## src/design/mck_pkg.sv

```systemverilog
// shared types, constants and the code table of the morse keyer
// no dependencies
package mck_pkg;

    localparam int TICK_W = 19;
    localparam int DOT_W  = 16;
    localparam logic [DOT_W-1:0] DOT_TICKS_RESET = 16'd100;

    // input beat
    typedef struct packed {
        logic       action;
        logic [7:0] char_code;
    } mck_in_t;

    // result beat
    typedef struct packed {
        logic lamp_on;
        logic busy_res;
        logic char_taken;
    } mck_out_t;

    // item action codes
    localparam logic ACT_TICK  = 1'b0;
    localparam logic ACT_OFFER = 1'b1;

    // character class found by the front end
    typedef enum logic [1:0] {
        CLS_SYMBOL = 2'd0,
        CLS_SPACE  = 2'd1,
        CLS_OTHER  = 2'd2
    } mck_cls_t;

    // classified item, queued between front and back
    typedef struct packed {
        logic       action;
        mck_cls_t   cls;
        logic [4:0] pattern;
        logic [2:0] total;
    } mck_op_t;

    // {element count, pattern}; pattern bit i set = element i is a dash
    localparam logic [7:0] CODE_TABLE [36] = '{
        {3'd2, 5'd2},  {3'd4, 5'd1},  {3'd4, 5'd5},  {3'd3, 5'd1},  {3'd1, 5'd0},
        {3'd4, 5'd4},  {3'd3, 5'd3},  {3'd4, 5'd0},  {3'd2, 5'd0},  {3'd4, 5'd14},
        {3'd3, 5'd5},  {3'd4, 5'd2},  {3'd2, 5'd3},  {3'd2, 5'd1},  {3'd3, 5'd7},
        {3'd4, 5'd6},  {3'd4, 5'd11}, {3'd3, 5'd2},  {3'd3, 5'd0},  {3'd1, 5'd1},
        {3'd3, 5'd4},  {3'd4, 5'd8},  {3'd3, 5'd6},  {3'd4, 5'd9},  {3'd4, 5'd13},
        {3'd4, 5'd3},
        {3'd5, 5'd31}, {3'd5, 5'd30}, {3'd5, 5'd28}, {3'd5, 5'd24}, {3'd5, 5'd16},
        {3'd5, 5'd0},  {3'd5, 5'd1},  {3'd5, 5'd3},  {3'd5, 5'd7},  {3'd5, 5'd15}
    };

endpackage

```

## src/design/mck_front.sv

```systemverilog
// front end: takes input beats and classifies the character
// depends on mck_pkg
module mck_front (
    input  logic             s_valid,
    output logic             s_ready,
    input  mck_pkg::mck_in_t s_data,
    output logic             push,
    output mck_pkg::mck_op_t push_op,
    input  logic             q_ready
);
    import mck_pkg::*;

    logic [7:0] code;
    logic [7:0] off_upper;
    logic [7:0] off_lower;
    logic [7:0] off_digit;
    logic [5:0] idx;
    logic       mapped;
    logic [7:0] entry;

    assign code      = s_data.char_code;
    assign off_upper = code - 8'h41;
    assign off_lower = code - 8'h61;
    assign off_digit = code - 8'h30 + 8'd26;

    // table index for letters of either case and digits
    always_comb begin
        mapped = 1'b1;
        idx    = 6'd0;
        if (code >= 8'h41 && code <= 8'h5a) begin
            idx = off_upper[5:0];
        end else if (code >= 8'h61 && code <= 8'h7a) begin
            idx = off_lower[5:0];
        end else if (code >= 8'h30 && code <= 8'h39) begin
            idx = off_digit[5:0];
        end else begin
            mapped = 1'b0;
        end
    end

    assign entry = CODE_TABLE[idx];

    // build the queued operation
    always_comb begin
        push_op.action  = s_data.action;
        push_op.pattern = 5'd0;
        push_op.total   = 3'd0;
        if (mapped) begin
            push_op.cls     = CLS_SYMBOL;
            push_op.pattern = entry[4:0];
            push_op.total   = entry[7:5];
        end else if (code == 8'h20) begin
            push_op.cls = CLS_SPACE;
        end else begin
            push_op.cls = CLS_OTHER;
        end
    end

    assign s_ready = q_ready;
    assign push    = s_valid && q_ready;

endmodule

```

## src/design/mck_queue.sv

```systemverilog
// two-entry queue between front end and back end
// depends on mck_pkg
module mck_queue (
    input  logic             aclk,
    input  logic             aresetn,
    input  logic             push,
    input  mck_pkg::mck_op_t push_op,
    output logic             q_ready,
    output logic             q_valid,
    output mck_pkg::mck_op_t q_op,
    input  logic             pop
);
    import mck_pkg::*;

    mck_op_t    mem_reg [2];
    logic       wr_ptr_reg;
    logic       wr_ptr_next;
    logic       rd_ptr_reg;
    logic       rd_ptr_next;
    logic [1:0] count_reg;
    logic [1:0] count_next;

    assign q_ready = (count_reg != 2'd2);
    assign q_valid = (count_reg != 2'd0);
    assign q_op    = mem_reg[rd_ptr_reg];

    // pointer and fill bookkeeping
    always_comb begin
        wr_ptr_next = push ? ~wr_ptr_reg : wr_ptr_reg;
        rd_ptr_next = pop  ? ~rd_ptr_reg : rd_ptr_reg;
        count_next  = count_reg;
        if (push && !pop) begin
            count_next = count_reg + 2'd1;
        end else if (pop && !push) begin
            count_next = count_reg - 2'd1;
        end
    end

    always_ff @(posedge aclk) begin
        if (!aresetn) begin
            wr_ptr_reg <= 1'b0;
            rd_ptr_reg <= 1'b0;
            count_reg  <= 2'd0;
        end else begin
            wr_ptr_reg <= wr_ptr_next;
            rd_ptr_reg <= rd_ptr_next;
            count_reg  <= count_next;
        end
    end

    // entry storage
    always_ff @(posedge aclk) begin
        if (push) begin
            mem_reg[wr_ptr_reg] <= push_op;
        end
    end

endmodule

```

## src/design/mck_back.sv

```systemverilog
// back end: element timing sequencer, dot-time register and result register
// depends on mck_pkg
module mck_back (
    input  logic              aclk,
    input  logic              aresetn,
    input  logic              cfg_wr_en,
    input  logic [15:0]       cfg_wr_data,
    input  logic              q_valid,
    input  mck_pkg::mck_op_t  q_op,
    output logic              pop,
    output logic              m_valid,
    input  logic              m_ready,
    output mck_pkg::mck_out_t m_data
);
    import mck_pkg::*;

    typedef enum logic [1:0] {
        PH_ON  = 2'd0,
        PH_GAP = 2'd1,
        PH_END = 2'd2
    } phase_t;

    logic [DOT_W-1:0]  dot_reg;
    logic              running_reg, running_next;
    logic              lamp_reg, lamp_next;
    logic [4:0]        bits_reg, bits_next;
    logic [2:0]        total_reg, total_next;
    logic [2:0]        pos_reg, pos_next;
    phase_t            phase_reg, phase_next;
    logic              wgd_reg, wgd_next;
    logic [TICK_W-1:0] ticks_reg, ticks_next;
    logic              m_valid_reg;
    mck_out_t          m_data_reg, m_data_next;

    logic [TICK_W-1:0] u1, u3, u7;
    logic [TICK_W-1:0] ticks_dec;
    logic [2:0]        pos_inc;
    logic              dash_at_inc;
    logic              taken;

    // phase lengths from the dot time, kept to the tick counter width
    assign u1 = {3'b000, dot_reg};
    assign u3 = {3'b000, dot_reg} + {2'b00, dot_reg, 1'b0};
    assign u7 = {dot_reg, 3'b000} - {3'b000, dot_reg};

    assign ticks_dec = (ticks_reg != '0) ? ticks_reg - 1'b1 : ticks_reg;
    assign pos_inc   = pos_reg + 3'd1;
    assign dash_at_inc = (pos_inc < 3'd5) ? bits_reg[pos_inc] : 1'b0;

    // back end takes a beat whenever the result register can take its result
    assign pop = q_valid && (!m_valid_reg || m_ready);

    // sequencer next state
    always_comb begin
        running_next = running_reg;
        lamp_next    = lamp_reg;
        bits_next    = bits_reg;
        total_next   = total_reg;
        pos_next     = pos_reg;
        phase_next   = phase_reg;
        wgd_next     = wgd_reg;
        ticks_next   = ticks_reg;
        taken        = 1'b0;
        if (pop) begin
            if (q_op.action == ACT_OFFER) begin
                // new character, only while idle
                if (!running_reg) begin
                    taken        = 1'b1;
                    running_next = 1'b1;
                    pos_next     = 3'd0;
                    wgd_next     = 1'b0;
                    bits_next    = 5'd0;
                    total_next   = 3'd0;
                    lamp_next    = 1'b0;
                    case (q_op.cls)
                        CLS_SYMBOL: begin
                            bits_next  = q_op.pattern;
                            total_next = q_op.total;
                            phase_next = PH_ON;
                            lamp_next  = 1'b1;
                            ticks_next = q_op.pattern[0] ? u3 : u1;
                        end
                        CLS_SPACE: begin
                            wgd_next   = 1'b1;
                            phase_next = PH_END;
                            ticks_next = u7;
                        end
                        default: begin
                            phase_next = PH_END;
                            ticks_next = u3;
                        end
                    endcase
                end
            end else if (running_reg) begin
                // tick: count down, step the phase when it runs out
                ticks_next = ticks_dec;
                if (ticks_dec == '0) begin
                    case (phase_reg)
                        PH_ON: begin
                            lamp_next  = 1'b0;
                            phase_next = PH_GAP;
                            ticks_next = u1;
                        end
                        PH_GAP: begin
                            pos_next = pos_inc;
                            if (pos_inc < total_reg) begin
                                phase_next = PH_ON;
                                lamp_next  = 1'b1;
                                ticks_next = dash_at_inc ? u3 : u1;
                            end else begin
                                phase_next = PH_END;
                                ticks_next = u3;
                            end
                        end
                        default: begin
                            if (wgd_reg) begin
                                wgd_next   = 1'b0;
                                phase_next = PH_END;
                                ticks_next = u3;
                            end else begin
                                running_next = 1'b0;
                                lamp_next    = 1'b0;
                            end
                        end
                    endcase
                end
            end
        end
    end

    always_comb begin
        m_data_next.lamp_on    = lamp_next;
        m_data_next.busy_res   = running_next;
        m_data_next.char_taken = taken;
    end

    // state, dot-time register and result register
    always_ff @(posedge aclk) begin
        if (!aresetn) begin
            dot_reg     <= DOT_TICKS_RESET;
            running_reg <= 1'b0;
            lamp_reg    <= 1'b0;
            bits_reg    <= 5'd0;
            total_reg   <= 3'd0;
            pos_reg     <= 3'd0;
            phase_reg   <= PH_ON;
            wgd_reg     <= 1'b0;
            ticks_reg   <= '0;
            m_valid_reg <= 1'b0;
        end else begin
            if (cfg_wr_en) begin
                dot_reg <= cfg_wr_data;
            end
            running_reg <= running_next;
            lamp_reg    <= lamp_next;
            bits_reg    <= bits_next;
            total_reg   <= total_next;
            pos_reg     <= pos_next;
            phase_reg   <= phase_next;
            wgd_reg     <= wgd_next;
            ticks_reg   <= ticks_next;
            if (pop) begin
                m_valid_reg <= 1'b1;
            end else if (m_ready) begin
                m_valid_reg <= 1'b0;
            end
        end
    end

    // result payload
    always_ff @(posedge aclk) begin
        if (pop) begin
            m_data_reg <= m_data_next;
        end
    end

    assign m_valid = m_valid_reg;
    assign m_data  = m_data_reg;

endmodule

```

## src/design/morse_code_keyer_core.sv

```systemverilog
// path: an accepted beat is stored in the queue, then the sequencer registers its result
// throughput: one beat per clock while the result side is not stalled, set by the sequencer update in the back end
// a two-entry queue lets the input side keep taking beats while a result waits
// reset (aresetn, synchronous, active low) clears queue, sequencer and output valid,
// and sets the dot time to 100 ticks
module morse_code_keyer_core (
    input  logic              aclk,
    input  logic              aresetn,
    input  logic              cfg_wr_en,
    input  logic [15:0]       cfg_wr_data,
    input  logic              s_valid,
    output logic              s_ready,
    input  mck_pkg::mck_in_t  s_data,
    output logic              m_valid,
    input  logic              m_ready,
    output mck_pkg::mck_out_t m_data
);
    import mck_pkg::*;

    logic    push;
    mck_op_t push_op;
    logic    q_ready;
    logic    q_valid;
    mck_op_t q_op;
    logic    pop;

    // classify input beats
    mck_front u_front (
        .s_valid (s_valid),
        .s_ready (s_ready),
        .s_data  (s_data),
        .push    (push),
        .push_op (push_op),
        .q_ready (q_ready)
    );

    // decoupling queue
    mck_queue u_queue (
        .aclk    (aclk),
        .aresetn (aresetn),
        .push    (push),
        .push_op (push_op),
        .q_ready (q_ready),
        .q_valid (q_valid),
        .q_op    (q_op),
        .pop     (pop)
    );

    // timing sequencer and result register
    mck_back u_back (
        .aclk        (aclk),
        .aresetn     (aresetn),
        .cfg_wr_en   (cfg_wr_en),
        .cfg_wr_data (cfg_wr_data),
        .q_valid     (q_valid),
        .q_op        (q_op),
        .pop         (pop),
        .m_valid     (m_valid),
        .m_ready     (m_ready),
        .m_data      (m_data)
    );

endmodule

```

## config.mk

```make
export PLATFORM = sky130hd
export DESIGN_NAME = morse_code_keyer_core
export DESIGN_NICKNAME = d
export VERILOG_FILES = /design/src/design/mck_pkg.sv /design/src/design/mck_front.sv /design/src/design/mck_queue.sv /design/src/design/mck_back.sv /design/src/design/morse_code_keyer_core.sv
export SDC_FILE = /design/constraint.sdc
export NUM_CORES = 1
export LEC_CHECK = 0
export BUFFER_PORTS_ARGS = -buffer_cell sky130_fd_sc_hd__buf_4
export CAP_MARGIN = 20
export CORE_MARGIN = 3
export CORE_UTILIZATION = 39
export CTS_CLUSTER_DIAMETER = 150
export DETAILED_ROUTE_END_ITERATION = 10
export PLACE_DENSITY_LB_ADDON = 0.12
export SETUP_SLACK_MARGIN = 0.2
export SYNTH_ARGS = -nofsm -noshare
export SYNTH_HDL_FRONTEND = slang
export SYNTH_SLANG_ARGS = --single-unit
```

## constraint.sdc

```tcl
create_clock -name aclk -period 3.98 [get_ports aclk]
set_input_delay 0.796 -clock aclk [delete_from_list [all_inputs] [get_ports aclk]]
set_output_delay 0.796 -clock aclk [all_outputs]
set_load 0.02 [all_outputs]
```

==> results of run 1 <==
==> per-layer routing <==
| layer | routed length [um] | share of wire | track usage |
|---|---|---|---|
| met1 | 9550 | 0.51 | 0.299 |
| met2 | 8030 | 0.43 | 0.299 |
| met3 | 790 | 0.042 | 0.0322 |
| met4 | 453 | 0.024 | 0.0750 |
| met5 | 0 | 0 | 0 |
==> report_power, final <==
group	internal (uW)	leakage, uW	total (uW)	switching [uW]
registers	1060	0.000706	1290	228
clock network	551	0.000151	900	349
logic	1170	0.00213	2970	1810
total	2780	0.00299	5160	2390
==> worst min path at each step <==
stage | slack [ns] | endpoint | from | cells past startpoint
2_1_floorplan | 0.45 | u_back.bits_reg[0]$_SDFFE_PN0P_ | u_back.bits_reg[0]$_SDFFE_PN0P_ | 2
3_3_place_gp | 0.48 | u_back.bits_reg[0]$_SDFFE_PN0P_ | u_back.bits_reg[0]$_SDFFE_PN0P_ | 2
3_5_place_dp | 0.49 | u_back.bits_reg[0]$_SDFFE_PN0P_ | u_back.bits_reg[0]$_SDFFE_PN0P_ | 2
4_1_cts | 0.50 | u_back.pos_reg[2]$_SDFFE_PN0P_ | u_back.pos_reg[2]$_SDFFE_PN0P_ | 2
5_1_grt | 0.54 | u_back.bits_reg[0]$_SDFFE_PN0P_ | u_back.bits_reg[0]$_SDFFE_PN0P_ | 2
6_report | 0.50 | u_back.pos_reg[2]$_SDFFE_PN0P_ | u_back.pos_reg[2]$_SDFFE_PN0P_ | 2
==> worst register-to-register path, delay by kind of cell (launching register included) <==
family / cells / cell delay, ns
buf+inv: 1 / 0.27
flops: 1 / 0.41
compound gates: 4 / 0.95
simple gates: 5 / 1.80
==> metrics by stage <==
stage / total power, uW / utilization / instance area (um2) / worst slack, ns
6_report: 5160 / 0.453 / 7510 / 0.467
3_5_place_dp: 4210 / 0.432 / 7170 / 0.182
5_1_grt: 5530 / 0.453 / 7510 / 0.247
2_1_floorplan: 3370 / - / 6630 / 0.567
3_3_place_gp: 4180 / 0.432 / 7170 / 0.219
4_1_cts: 5130 / 0.452 / 7490 / 0.460
==> final cells by class <==
type	instances	area, um2	area share
clock buffers	10	229	0.0305
repair buffers	55	413	0.0550
clock inverters	6	88.8	0.0118
well taps	220	275	0.0367
inverters	49	184	0.0245
flip-flops and latches	82	1890	0.252
multi-input cells	647	4420	0.589
==> layout by cell type (no fill, tap or decap), types with 10 or more instances in the layout <==
cell and count:
sky130_fd_sc_hd__nor2_1 77, sky130_fd_sc_hd__a21oi_1 66, sky130_fd_sc_hd__dfxtp_1 57, sky130_fd_sc_hd__buf_4 55
sky130_fd_sc_hd__o21ai_0 53, sky130_fd_sc_hd__ha_1 53, sky130_fd_sc_hd__nand2_1 50, sky130_fd_sc_hd__inv_1 47
sky130_fd_sc_hd__nor3_1 29, sky130_fd_sc_hd__nand3_1 25, sky130_fd_sc_hd__edfxtp_1 25, sky130_fd_sc_hd__xnor2_1 21
sky130_fd_sc_hd__xor2_1 19, sky130_fd_sc_hd__mux2i_1 17, sky130_fd_sc_hd__o211ai_1 17, sky130_fd_sc_hd__a31oi_1 16
sky130_fd_sc_hd__a22oi_1 14, sky130_fd_sc_hd__nor4_1 12, sky130_fd_sc_hd__a221oi_1 11, sky130_fd_sc_hd__mux2_2 10
==> repair_timing <==
| item | 4_1_cts | 5_1_grt |
|---|---|---|
| setup endpoints to repair | 0 | 3 |
| setup buffers | 0 | 0 |
| gates resized for setup | 0 | 3 |
==> kinds of logic (layout without fill, tap and decap cells) <==
logic type               after synthesis  count (layout)  synth area share
AND/OR/NAND/NOR                      266             266             0.206
AO/OA/AOI/OAI                        259             259             0.257
buffers and inverters                 86             120            0.0500
flip-flops                            82              82             0.285
adder cells (fa/ha/maj)               54              54             0.103
XOR/XNOR                              40              40            0.0528
multiplexers                          28              28            0.0460
==> flow_summary.yaml, run 1 <==
route:
  routed_wire_length_um: 18800
  dr_total_vias: 6271
  drt-vias-per-instance: 5.87
  drt_iter0_drc: 418
  ant_nets: 0
  average_wire_per_cell_in_the_routed_design_um: 17.6
  drtPass1Iterations: 5
  drc: 0
sta:
  holdWs_ns: 0.499
  timing.final.setup_violations: 0
  maxSlewHeadroom: 0.379
  measured_slew_at_the_worst_slew_check_pin_ns: 0.928
  setup_tns_ns: 0
  finalCritPeriodShare: 0.883
  grt_setup_unrepaired: "no"
  hold_viol_final: 0
  report.final.slew_viol_count: 0
  max_freq_mhz: 285
  min_period_ns: 3.51
  fin_skew_ns: 0.0125
setup_path:
  worst_ep_required_time_ns: 4.15
  crit_path_max_incr_delay_ns: 0.36
  worstSetupStartpointType: "primary input"
  crit_cells: 14
  worstSetupEndpoint: "u_queue.mem_reg[1][0]$_DFFE_PP_"
  path_max_fanout: 8
  worst_setup_path_startpoint: "s_data[1]"
  cpLargestDelayFamily: "compound AO/OA/AOI/OAI gates"
  endpoint_kind: "register"
  critPathArrivalTime_ns: 3.69
  r2r_start: "u_back.ticks_reg[4]$_SDFFE_PN0P_"
  criticalPathCategory: "primary input to register"
  worstPathBufferInverterCount: 4
  ff2ff_path_depth: 10
  timing.critical_path.cells: "buf_4 -> inv_1 -> ha_1 -> inv_1 -> a311o_1 -> or2_2 -> mux2_2 -> inv_1 -> ha_1 -> nand2_1 -> a21oi_1 -> a21oi_1 -> mux2_2 -> a21oi_1"
  setup.reg_to_reg.worst_slack_ns: 0.48
  r2r-end: "u_back.ticks_reg[12]$_SDFFE_PN0P_"
  critical-path-slowest-cell: "sky130_fd_sc_hd__or2_2"
cts:
  cts.root.buffer_cell: "sky130_fd_sc_hd__clkbuf_16"
  clkTransAtPathRegs_ns: 0.06
  htree_depth: 3
  cts.sink_count: 82
  worst_skew_pair.late_latency_ns: 0.35
  cts_buffer_depth: 2
  cts_tree: "yes"
  numCtsBuffers: 9
  cts_hold_buf: 0
yosys:
  ys.flop_type: "sky130_fd_sc_hd__dfxtp_1"
  yosysWarnings: 0
  most_area_hungry_cell_type_in_the_yosys_netlist: "sky130_fd_sc_hd__dfxtp_1"
  syn-cell-area_um2: 6630
  synth-edff-count: 25
  async_flop_share: 0
  post-synth-top-area-fraction: 0.172
  ys_top_cells_by_area: "sky130_fd_sc_hd__dfxtp_1 17%, sky130_fd_sc_hd__edfxtp_1 11%, sky130_fd_sc_hd__ha_1 10%"
  post-synth-top-count-cell: "sky130_fd_sc_hd__nor2_1"
  syn_inst: 815
  postSynthRegisterBits: 82
  yosysSeqAreaShare: 0.285
  ys_types: 78
  synth_common_cells: "78 x sky130_fd_sc_hd__nor2_1, 66 x sky130_fd_sc_hd__a21oi_1, 57 x sky130_fd_sc_hd__dfxtp_1"
  postSynthNetCount: 899
  post_synth.cell_area_avg_um2: 8.14
finish:
  max_reg_flops: 22
  insertedDiodeCount: 0
  syn2layout_area_growth_pct: 13.2
  layout.cells.non_filler: 1069
  drive_gt1_frac: 0.122
  final_nets: 928
  fillers: 1676
pwr:
  ir_drop_mv: 0.340
  power_per_cell_area_nw_per_um2: 688
  total_leakage_power_uw: 0.00299
place:
  place_inst: 1052
  place.detailed.hpwl_um: 14300
  gp_congestion: 0.856
  port-buffer-count: 34
global_route:
  globalRouteOverflowTotal: 0
  wire_length_of_the_first_global_routing_pass_um: 30100
  gr-usage-all-layers: 0.203
  antenna_violations_before_repair: 0
  grt_pass1_vias: 5919
  grt_start_max_net_pins: 29
run:
  max_cap_viol_count: 0
min_path:
  hold_path.class: "register to register"
floorplanning:
  die-width_um: 136
  start_util: 0.400
  die_height_um: 136
  die_area_um2: 18600
  top_level_ports: 35
  placementRows: 47
  fp.coreArea_um2: 16600
status:
  status: "finished, final reports clean"
(Power assumes the default switching activity.)
==> run 2, diff against run 1 <==
--- a/config.mk
+++ b/config.mk
@@ -9,6 +9,7 @@
 export CAP_MARGIN = 20
 export CORE_MARGIN = 3
 export CORE_UTILIZATION = 39
+export CTS_BUF_LIST = sky130_fd_sc_hd__clkbuf_16
 export CTS_CLUSTER_DIAMETER = 150
 export DETAILED_ROUTE_END_ITERATION = 10
 export PLACE_DENSITY_LB_ADDON = 0.12
==> run 2 against run 1 <==
Non-clock buffer count is the same. Clock skew up 0.00087 ns. Sequential cell count is the same. Worst hold slack is the same. Highest routed layer unchanged. Register-to-register slack barely moved. Clock power barely moved. Largest cell class unchanged. Die area unchanged.
==> flow_summary.yaml, run 2 (synthesis results as in run 1) <==
route:
  ant_nets: 0
  drc: 0
  average_wire_per_cell_in_the_routed_design_um: 17.6
  dr_total_vias: 6275
  routed_wire_length_um: 18800
  drt_iter0_drc: 419
  drt-vias-per-instance: 5.87
  drtPass1Iterations: 5
global_route:
  grt_pass1_vias: 5919
  grt_start_max_net_pins: 29
  antenna_violations_before_repair: 0
  globalRouteOverflowTotal: 0
  gr-usage-all-layers: 0.203
  wire_length_of_the_first_global_routing_pass_um: 30100
run:
  max_cap_viol_count: 0
cts:
  postCtsSetupBuffers: 0
  htree_depth: 3
  cts_buffer_depth: 2
  cts_tree: "yes"
  cts.root.buffer_cell: "sky130_fd_sc_hd__clkbuf_16"
  worst_skew_pair.late_latency_ns: 0.35
  numCtsBuffers: 9
  clkTransAtPathRegs_ns: 0.06
  cts.sink_count: 82
floorplanning:
  top_level_ports: 35
  fp.coreArea_um2: 16600
  placementRows: 47
  die_area_um2: 18600
  start_util: 0.400
  die-width_um: 136
  die_height_um: 136
place:
  port-buffer-count: 34
  place.detailed.hpwl_um: 14300
  gp_congestion: 0.856
  dp_slack_ns: 0.182
pwr:
  total_leakage_power_uw: 0.00300
  power_per_cell_area_nw_per_um2: 688
  ir_drop_mv: 0.339
finish:
  utilization: 0.453
  max_reg_flops: 22
  fillers: 1676
  syn2layout_area_growth_pct: 13.2
  insertedDiodeCount: 0
  final_nets: 928
  final_common_cell: "sky130_fd_sc_hd__nor2_1"
  most-common-layout-cells: "77 x sky130_fd_sc_hd__nor2_1, 66 x sky130_fd_sc_hd__a21oi_1, 57 x sky130_fd_sc_hd__dfxtp_1"
  drive_gt1_frac: 0.122
sta:
  finalCritPeriodShare: 0.883
  min_period_ns: 3.51
  grt_setup_unrepaired: "no"
  max_freq_mhz: 285
  fin_skew_ns: 0.0134
  hold_viol_final: 0
  measured_slew_at_the_worst_slew_check_pin_ns: 0.928
  report.final.slew_viol_count: 0
  maxSlewHeadroom: 0.379
  timing.final.setup_violations: 0
  setup_tns_ns: 0
  setup_ws_ns: 0.467
setup_path:
  worstSetupStartpointType: "primary input"
  setup.reg_to_reg.worst_slack_ns: 0.48
  critPathArrivalTime_ns: 3.69
  ff2ff_path_depth: 10
  endpoint_kind: "register"
  path_max_fanout: 8
  worst_ep_required_time_ns: 4.15
  r2r-end: "u_back.ticks_reg[12]$_SDFFE_PN0P_"
  r2r_start: "u_back.ticks_reg[4]$_SDFFE_PN0P_"
  criticalPathCategory: "primary input to register"
min_path:
  hold_path.class: "register to register"
  worst_hold_path.endpoint: "u_back.pos_reg[2]$_SDFFE_PN0P_"
  worstHoldStart: "u_back.pos_reg[2]$_SDFFE_PN0P_"
  holdPathStages: 2
status:
  status: "finished, final reports clean"
==> run 2: routing by layer <==
metal  vias to the layer above  global-route usage  part of all wire
met3                        26              0.0322             0.042
met4                         0              0.0750             0.024
met1                      2971               0.299              0.51
met5                         -                   0                 0
met2                       159               0.299              0.43
li1                       3119                   -                 -
==> run 2: area by class of cell <==
class,count,area [um2],share of cell area
clock inverters,7,92.6,0.0123
inverters,49,184,0.0245
repair buffers,55,413,0.0550
multi-input cells,647,4420,0.589
well taps,220,275,0.0367
flip-flops and latches,82,1890,0.252
clock buffers,9,225,0.0300
==> run 2: worst max-delay path, stage by stage <==
cell,delay [ns]
sky130_fd_sc_hd__buf_4,0.13
sky130_fd_sc_hd__inv_1,0.14
sky130_fd_sc_hd__ha_1,0.20
sky130_fd_sc_hd__inv_1,0.05
sky130_fd_sc_hd__a311o_1,0.35
sky130_fd_sc_hd__or2_2,0.36
sky130_fd_sc_hd__mux2_2,0.36
sky130_fd_sc_hd__inv_1,0.21
sky130_fd_sc_hd__ha_1,0.29
sky130_fd_sc_hd__nand2_1,0.10
sky130_fd_sc_hd__a21oi_1,0.16
sky130_fd_sc_hd__a21oi_1,0.06
sky130_fd_sc_hd__mux2_2,0.28
sky130_fd_sc_hd__a21oi_1,0.20
==> run 2: what timing repair did <==
action,CTS,global route
gates resized for setup,0,3
setup endpoints to repair,0,3
endpoints found under the hold margin,0,0
hold buffers,0,0
==> run 2: power breakdown <==
group          internal (uW)  switching (uW)
combinational           1170            1810
clock                    548             350
sequential              1060             228
total                   2780            2390
==> run 2: worst max-delay path by stage <==
| stage | startpoint | to | cells after the start |
|---|---|---|---|
| 6_report | s_data[1] | u_queue.mem_reg[1][0]$_DFFE_PP_ | 14 |
| 5_1_grt | u_back.pos_reg[0]$_SDFFE_PN0P_ | u_back.ticks_reg[4]$_SDFFE_PN0P_ | 13 |
| 3_5_place_dp | s_data[1] | u_queue.mem_reg[1][0]$_DFFE_PP_ | 14 |
| 2_1_floorplan | s_data[1] | u_queue.mem_reg[0][0]$_DFFE_PP_ | 13 |
| 3_3_place_gp | s_data[1] | u_queue.mem_reg[1][0]$_DFFE_PP_ | 14 |
| 4_1_cts | u_back.ticks_reg[0]$_SDFFE_PN0P_ | u_back.m_data[2]$_DFFE_PP_ | 11 |
==> run 2: through the flow <==
step / instances / area [um2] / total power [uW] / hold WS (ns)
finish: 1069 / 7510 / 5160 / 0.499
global route: 1069 / 7510 / 5520 / 0.544
CTS: 1068 / 7490 / 5130 / 0.503
detailed placement: 1052 / 7170 / 4210 / 0.491
global placement: 1052 / 7170 / 4180 / 0.477
floorplan: 815 / 6630 / 3370 / 0.451
